$ cat config.mk
export PLATFORM = sky130hd
export DESIGN_NAME = eplt_ram
export DESIGN_NICKNAME = d
export VERILOG_FILES = /design/src/rtl/eplt_ram.sv
export SDC_FILE = /design/constraint.sdc
export NUM_CORES = 1
export LEC_CHECK = 0
export ABC_AREA = 1
export BUFFER_PORTS_ARGS = -buffer_cell sky130_fd_sc_hd__buf_2
export CAP_MARGIN = 15
export CORE_MARGIN = 2
export CORE_UTILIZATION = 35
export CTS_CLUSTER_SIZE = 30
export DETAILED_ROUTE_END_ITERATION = 10
export GPL_TIMING_DRIVEN = 0
export PLACE_DENSITY = 0.51
export SLEW_MARGIN = 20
export SYNTH_ARGS = -nofsm -noshare
export SYNTH_HDL_FRONTEND = slang
export SYNTH_SLANG_ARGS = --single-unit
$ cat constraint.sdc
create_clock -name clock -period 3.1 [get_ports clock]
set_input_delay 0.62 -clock clock [delete_from_list [all_inputs] [get_ports clock]]
set_output_delay 0.62 -clock clock [all_outputs]
set_load 0.02 [all_outputs]
$ cat src/rtl/eplt_ram.sv
// Generic single-write, single-read RAM with registered read data.
// No dependencies.
module eplt_ram #(
   parameter int WIDTH = 8,
   parameter int DEPTH = 64
) (
   input  logic                                  clock,
   input  logic                                  wr_en,
   input  logic [(DEPTH > 1 ? $clog2(DEPTH) : 1)-1:0] wr_addr,
   input  logic [WIDTH-1:0]                      wr_data,
   input  logic                                  rd_en,
   input  logic [(DEPTH > 1 ? $clog2(DEPTH) : 1)-1:0] rd_addr,
   output logic [WIDTH-1:0]                      rd_data
);

   logic [WIDTH-1:0] mem [DEPTH];

   // Write port
   always_ff @(posedge clock) begin
      if (wr_en) begin
         mem[wr_addr] <= wr_data;
      end
   end

   // Registered read port
   always_ff @(posedge clock) begin
      if (rd_en) begin
         rd_data <= mem[rd_addr];
      end
   end

endmodule

==> metrics.txt <==
critical path class input pin to register; synthesis-to-layout area growth 14.4%; crit-path max cell delay 1.15 ns; Synth Register Bits 520; CP Buf/Inv Count 2; Final setup viols 0; post-synthesis adder-cell area fraction 0; die area 0.0632 mm²; initial antenna violation count 2; Die Width 251 µm; XOR/XNOR share of the synthesized area 0; maximum VDD drop 0.403 mV; WL final 66700 µm; fraction of the mapped netlist area in simple logic gates 0.231; commonest cells after routing, fill and taps aside 648 x nand2_1, 520 x edfxtp_1, 439 x nand3_1, 57 x buf_2, 57 x clkbuf_16; PortBufs 22; fraction of synthesized area in multiplexers 0; vias 14330; CTS resizes 0; switching pwr 3.56 mW; Tmin final 2.89 ns; Rel. slew slack 0.265; Static Leakage 8.78 nW; synth warn 0; Finished Core Util 0.405; Clock Tree Buf Depth 3; delay-heaviest family, CP simple AND/OR/NAND/NOR gates; Slew @ Worst Pin 1.10 ns; total global-route track usage 0.213; crit path max fanout 9; Clk network pwr share 0.419; sequential power share 0.510; max-cap violation count 0; endpoint class of the critical path register; drt pass-1 iters 8; Critical Path AT 3.11 ns; Hold Crit Class input pin to register; DRC 0; vias in the first global route 13961; clock latency at the later pin of the worst-skew pair 0.62 ns; post-route setup slack 0.211 ns; routed len/inst 24.5 µm; cell count after synthesis 1805; first-pass GRT wire length 96100 µm; initial drt markers 1513; final setup skew 0.0190 ns; Max H-tree Level 2; worst-path cell chain clkbuf_1 -> inv_1 -> nand4_1 -> nor2_1; sequential share of the synthesized area 0.729; clock transition at the registers of the reported paths 0.06 ns; layout cell share with drive strength beyond 1 0.108; largest family of logic cells by synthesized area simple AND/OR/NAND/NOR gates; number of diodes 0; largest net degree at the start of global routing 65; Netlist cell types 15; CTS tree yes; area of the mapped netlist 0.0214 mm²; f_max 346 MHz; Starting Density 0.354; Final nets 1922; CP Launch Type input pin; CTS Buf Count 56; pre-CTS setup slack -0.310 ns; postcts setup bufs 0; Slew Viols, Final 0; Die Y 251 µm; crit path max-delay cell type nor2_1; fin crit share 0.932; final hold viol count 0; fraction of the mapped netlist area in compound gates 0; fillers 5761; I/O pins 31; Post-DP HPWL 45700 µm; GR Overflow Total 0; Hold-fix buffers, CTS 0; sw frac 0.233; Logic pwr share 0.072; CP required 3.32 ns; Synth Net Count 1828; clock sink count 520; Placer Congestion 0.962; power density cells 626 mW/mm²; Int Power 11.8 mW; Via density 5.26; Core Region 0.0605 mm²; worst hold slack 0.404 ns; clock root buffer clkbuf_16; RSZ-0062 raised after global routing no; status finished, final reports clean; commonest non-fill, non-tap cell in the layout nand2_1; Mapped Avg Cell Area 11.9 µm²; number of routed nets with antenna violations 0; row count 90
==> per-layer routing <==
layer / vias up / part of all wire / track usage
met1: 7050 / 0.43 / 0.291
met5: - / 0.00033 / 0
met2: 594 / 0.46 / 0.344
met4: 4 / 0.032 / 0.0733
met3: 126 / 0.077 / 0.0376
li1: 6556 / - / -
==> registers in the layout (all words and copies together), names as in the netlist <==
name	flops
mem	512
rd_data	8
==> power groups by stage <==
| stage | clock [mW] | sequential (mW) | combinational [mW] |
|---|---|---|---|
| global route | 6.76 | 7.81 | 1.18 |
| detailed placement | 0 | 7.96 | 1.09 |
| finish | 6.42 | 7.81 | 1.10 |
| floorplan | 0 | 7.97 | 0.547 |
| global placement | 0 | 7.96 | 1.05 |
| CTS | 6.50 | 7.81 | 1.09 |
==> logic make-up after synthesis <==
logic type	Yosys count
buffers and inverters	125
DFF	520
and+or+nand+nor	1160
==> worst paths after layout <==
kind	from	endpoint	slack, ns	depth (start not counted)
max reg2reg	mem[55][7]	rd_data[7]	1.38	8
min reg2reg	mem[62][1]	rd_data[1]	0.98	8
max	wr_addr[1]	mem[9][2]	0.21	4
min	wr_data[0]	mem[24][0]	0.40	1
==> per-stage QoR <==
step	cells	setup TNS [ns]	power [mW]	area (µm²)
floorplan	1805	0	8.52	21400
global placement	2609	-9.99	9.02	22500
detailed placement	2623	-27.95	9.05	22800
CTS	2723	0	15.4	24500
global route	2723	0	15.8	24500
finish	2723	0	15.3	24500
==> cells in the mapped netlist <==
cell	count	area, µm²
buf_6	35	394
edfxtp_1	520	15600
buf_4	14	105
buf_1	10	37.5
nand4_1	9	56.3
inv_6	1	8.76
nand3_1	439	2200
nor4_1	8	50.1
buf_2	37	185
clkbuf_1	15	56.3
buf_8	2	30.0
nor2_1	56	210
inv_1	10	37.5
inv_2	1	3.75
nand2_1	648	2430
==> final cells by class <==
type	instances	area [µm²]	share of cell area
flip-flops and latches	520	15600	0.637
multi-input cells	1160	5000	0.204
clock buffers	70	1480	0.0602
well taps	782	978	0.0399
plain buffers	113	808	0.0330
repair buffers	36	325	0.0133
clock inverters	30	246	0.0101
inverters	12	50.0	0.00204
Power figures use the tool's default switching activity.
