[src/rtl/eplt_pkg.sv]
// Shared types and constants for the echo probe liveness tracker.
// Used by eplt_slot_alu and echo_probe_liveness_tracker_unit; no dependencies.
package eplt_pkg;

   // Capacity and fixed field widths
   localparam int MAX_SLOTS_DEF = 64;
   localparam int KIND_W        = 2;
   localparam int ROUND_W       = 16;
   localparam int SLOT_IN_W     = 16;
   localparam int SLOT_W        = 6;
   localparam int CNT_W         = 32;
   localparam int EPC_W         = 7;
   localparam int CSR_ADDR_W    = 1;
   localparam int CSR_DATA_W    = 7;

   // Round number that means "no round yet"
   localparam logic [ROUND_W-1:0] NO_TICK = '0;

   // Event kinds on the request side
   localparam logic [KIND_W-1:0] EV_TICK  = 2'd0;
   localparam logic [KIND_W-1:0] EV_REPLY = 2'd1;
   localparam logic [KIND_W-1:0] EV_CLOSE = 2'd2;

   // Result kinds on the response side
   localparam logic [KIND_W-1:0] RES_PROBE   = 2'd0;
   localparam logic [KIND_W-1:0] RES_VERDICT = 2'd1;
   localparam logic [KIND_W-1:0] RES_STATUS  = 2'd2;

   // Register indexes of the configuration port
   localparam logic [CSR_ADDR_W-1:0] CSR_PROBING_ENABLED = 1'd0;
   localparam logic [CSR_ADDR_W-1:0] CSR_ENDPOINT_COUNT  = 1'd1;

   // Request word
   typedef struct packed {
      logic [KIND_W-1:0]    req_type;
      logic [ROUND_W-1:0]   reply_round;
      logic [SLOT_IN_W-1:0] reply_slot;
   } req_word_type;

   // Response word
   typedef struct packed {
      logic [KIND_W-1:0]  result_kind;
      logic [SLOT_W-1:0]  slot_index;
      logic [ROUND_W-1:0] round_id;
      logic               reply_accepted;
      logic               answered_mark;
      logic [CNT_W-1:0]   miss_streak;
      logic [CNT_W-1:0]   probes_sent;
      logic [CNT_W-1:0]   answers_counted;
      logic               last_of_run;
   } rsp_word_type;

   // Per-slot record held in the slot RAM
   typedef struct packed {
      logic             answered;
      logic [CNT_W-1:0] miss;
      logic [CNT_W-1:0] sent;
      logic [CNT_W-1:0] answers;
   } slot_rec_type;

   // Control handed to the slot update unit
   typedef struct packed {
      logic [KIND_W-1:0] kind;
      logic              reply_ok;
   } alu_ctl_type;

endpackage

[src/rtl/eplt_slot_alu.sv]
// Shared slot update unit: one 32-bit incrementer serves probe, answer and miss counts.
// Depends on eplt_pkg.
module eplt_slot_alu (
   input  eplt_pkg::alu_ctl_type  ctl,
   input  eplt_pkg::slot_rec_type rec_in,
   output eplt_pkg::slot_rec_type rec_out,
   output logic                   accepted
);

   logic [eplt_pkg::CNT_W-1:0] opnd;
   logic [eplt_pkg::CNT_W-1:0] sum;

   // Pick the counter this event bumps
   always_comb begin
      case (ctl.kind)
         eplt_pkg::EV_TICK:  opnd = rec_in.sent;
         eplt_pkg::EV_REPLY: opnd = rec_in.answers;
         default:            opnd = rec_in.miss;
      endcase
   end

   assign sum      = opnd + eplt_pkg::CNT_W'(1);
   assign accepted = (ctl.kind == eplt_pkg::EV_REPLY) && ctl.reply_ok && !rec_in.answered;

   // Build the updated record
   always_comb begin
      rec_out = rec_in;
      case (ctl.kind)
         eplt_pkg::EV_TICK: begin
            rec_out.answered = 1'b0;
            rec_out.sent     = sum;
         end
         eplt_pkg::EV_REPLY: begin
            if (accepted) begin
               rec_out.answered = 1'b1;
               rec_out.answers  = sum;
               rec_out.miss     = '0;
            end
         end
         eplt_pkg::EV_CLOSE: begin
            // saturate the miss streak
            if (!rec_in.answered && (rec_in.miss != '1)) begin
               rec_out.miss = sum;
            end
         end
         default: begin
            rec_out = rec_in;
         end
      endcase
   end

endmodule

[config.mk]
export PLATFORM = sky130hd
export DESIGN_NAME = eplt_slot_alu
export DESIGN_NICKNAME = d
export VERILOG_FILES = /design/src/rtl/eplt_pkg.sv /design/src/rtl/eplt_slot_alu.sv
export SDC_FILE = /design/constraint.sdc
export NUM_CORES = 1
export LEC_CHECK = 0
export ABC_AREA = 0
export CORE_ASPECT_RATIO = 1.2
export CORE_MARGIN = 5
export CORE_UTILIZATION = 62
export DETAILED_ROUTE_END_ITERATION = 8
export DONT_BUFFER_PORTS = 1
export PLACE_DENSITY = 0.85
export SLEW_MARGIN = 20
export SYNTH_ARGS = -nofsm -noshare
export SYNTH_HDL_FRONTEND = slang
export SYNTH_SLANG_ARGS = --single-unit
[constraint.sdc]
create_clock -name vclk -period 4.3
set_clock_uncertainty 0.2 [all_clocks]
set_input_delay 0.43 -clock vclk [all_inputs]
set_output_delay 0.43 -clock vclk [all_outputs]
set_load 0.01 [all_outputs]
==> results.yml <==
detailed_routing:
  detail_route.wl_per_cell_um: 24.0
  drc: 0
  drtAntennaViolNets: 0
  num_vias: 3485
  vias_per_cell: 7.63
  route.final.wire_length_mm: 11.0
  first_pass_iters: 5
  drtIter0Drc: 290
final_layout:
  design.seq.count: 0
  diodes: 0
  area.sequential_um2: 0
  drive_gt1_share_pct: 26.7
  fin_area_mm2: 0.00305
  area_growth_pct: 8.37
  clkbuf_count: 0
  final_nets: 507
die:
  dieHeight_um: 83.8
  rows: 26
  initial_core_util_pct: 65.0
  die_area_mm2: 0.00599
  coreArea_mm2: 0.00433
  pin_count: 198
  die_w_um: 71.5
yosys:
  ys.warnings.count: 0
  syn_area_mm2: 0.00281
  synthCells: 399
  synthTopCellsByCount: "nand2_1 (53), mux2_2 (40), a22o_1 (29), a22oi_1 (26), or3b_2 (22)"
  syn_nets: 503
  synth_area_per_cell_um2: 7.05
  synth.largest_area_cell: "mux2_2"
  synth_area_leaders: "mux2_2 (16%), a22o_1 (9.0%), nand2_1 (7.1%), a22oi_1 (6.9%), or3b_2 (6.9%)"
  synth_top_area_share_pct: 16.0
  ys_seq_area_share_pct: 0
  yosys.cell_types.count: 46
  yosysMostFrequentCell: "nand2_1"
pwr:
  p_sw_share_pct: 58.9
  seq_power_share_pct: 0
  power_frac_comb_pct: 100.0
  pwr_density_cell_mw_per_mm2: 123
  p_int_w: 0.000154
  clockPowerShare_pct: 0
  ir_worst_vdd_v: 0.0000607
  p_total_w: 0.000375
  p_leak_nw: 1.16
  p_switching_w: 0.000221
sta:
  finalSetupViolations: 0
  whs_ns: 0.782
  slew_headroom_pct: 28.9
  fmax_mhz: 246
  tns_ns: 0
  hold_viol_final: 0
  finalWorstSetupSlack_ns: 0.227
  post-route-min-period_ns: 4.07
  worst_pin_slew_ns: 1.07
  slew_violations: 0
  fin_crit_sh_pct: 94.7
global_routing:
  grt_max_degree: 45
  grt_usage_pct: 33.4
  grt_pass1_vias: 3327
  grt_pass1_wl_mm: 17.0
  grt-ovfl-total: 0
  antenna_found_initial: 0
clock_network:
  ctsHoldBuffers: 0
  postCtsSetupRepairBufs: 0
  cts-resized-gates: 0
placed_design:
  place_area_mm2: 0.00302
  io_buffers: 0
  dp_hpwl_mm: 8.69
  gp_congestion: 0.967
  place_ws_ns: 0.215
setup_path:
  path_cells: "inv_1 > ha_2 > or3b_2 > and2_1 > inv_1 > ha_1 > a21boi_0 > nand3_2 > nor4_4 > xnor2_1 > o21ai_0 > buf_4"
  path_common_cell: "inv_1"
  startpoint_type: "input pin"
  crit_slowest_cell: "or3b_2"
  cpPeakStageDelay_ns: 0.51
  end_kind: "primary output"
  cp_max_fo: 21
  worstSetupPathType: "input pin to primary output"
  cp.required_ns: 3.67
  crit_family: "simple AND/OR/NAND/NOR gates"
  crit_path_start: "ctl[2]"
  arrival_ns: 3.44
  path_buf_inv: 3
hold_path:
  min_from: "rec_in[1]"
  worst_hold_path_type: "input pin to primary output"
flow_run:
  maxCapViolations: 0
status:
  status: "finished clean"
==> through the flow <==
step	cells	util [%]
floorplan	399	-
global placement	456	69.8
detailed placement	456	69.8
CTS	456	69.8
global route	457	70.4
finish	457	70.4
==> cells by family (layout without fill, tap and decap cells) <==
group	count (synthesis)	in the layout	synth area share (%)
AO/OA/AOI/OAI	122	122	33.0
buffers and inverters	38	40	5.21
adder cells (fa/ha/maj)	4	4	1.78
multiplexers	42	42	16.7
XOR/XNOR	27	27	8.41
AND/OR/NAND/NOR	166	166	34.9
==> power by group through the flow <==
stage | Clock [W] | Sequential [W] | Combinational, W
2_1_floorplan | 0 | 0 | 0.000283
3_3_place_gp | 0 | 0 | 0.000359
3_5_place_dp | 0 | 0 | 0.000366
4_1_cts | 0 | 0 | 0.000368
5_1_grt | 0 | 0 | 0.000401
6_report | 0 | 0 | 0.000375
==> placed cells by master (no fill, tap or decap), drive strengths merged, types with 2 or more instances in the layout <==
cell	n
xor2	11
nand3	9
o21ai	20
nor3	8
or3b	24
and3	2
mux2i	2
a22o	29
o31a	2
or3	2
ha	4
a222oi	8
a21o	5
mux2	40
o211a	3
o211ai	4
a211oi	6
inv	8
and2	20
xnor2	16
o31ai	2
a21oi	8
a22oi	26
nand2	53
buf	30
clkinv	2
nor2	15
a221o	3
nand4	15
o21a	2
nor4	14
==> path summary, 6_finish.rpt <==
kind | end | slack (ns) | cells after the start
max | rec_out[24] | 0.23 | 12
min | rec_out[1] | 0.78 | 2
==> per-layer routing <==
layer  track usage (%)  part of all wire, %
met5                 0                    0
met4              10.8                  3.2
met3              5.90                  9.7
met2              61.5                   51
met1              37.8                   36
==> final cells by class <==
class              count  area (µm²)
multi-input cells    361        2700
fillers              387        1280
repair buffers        30         238
well taps             56        70.1
inverters             10        37.5
Note: power is estimated with default switching activity, not from simulation.
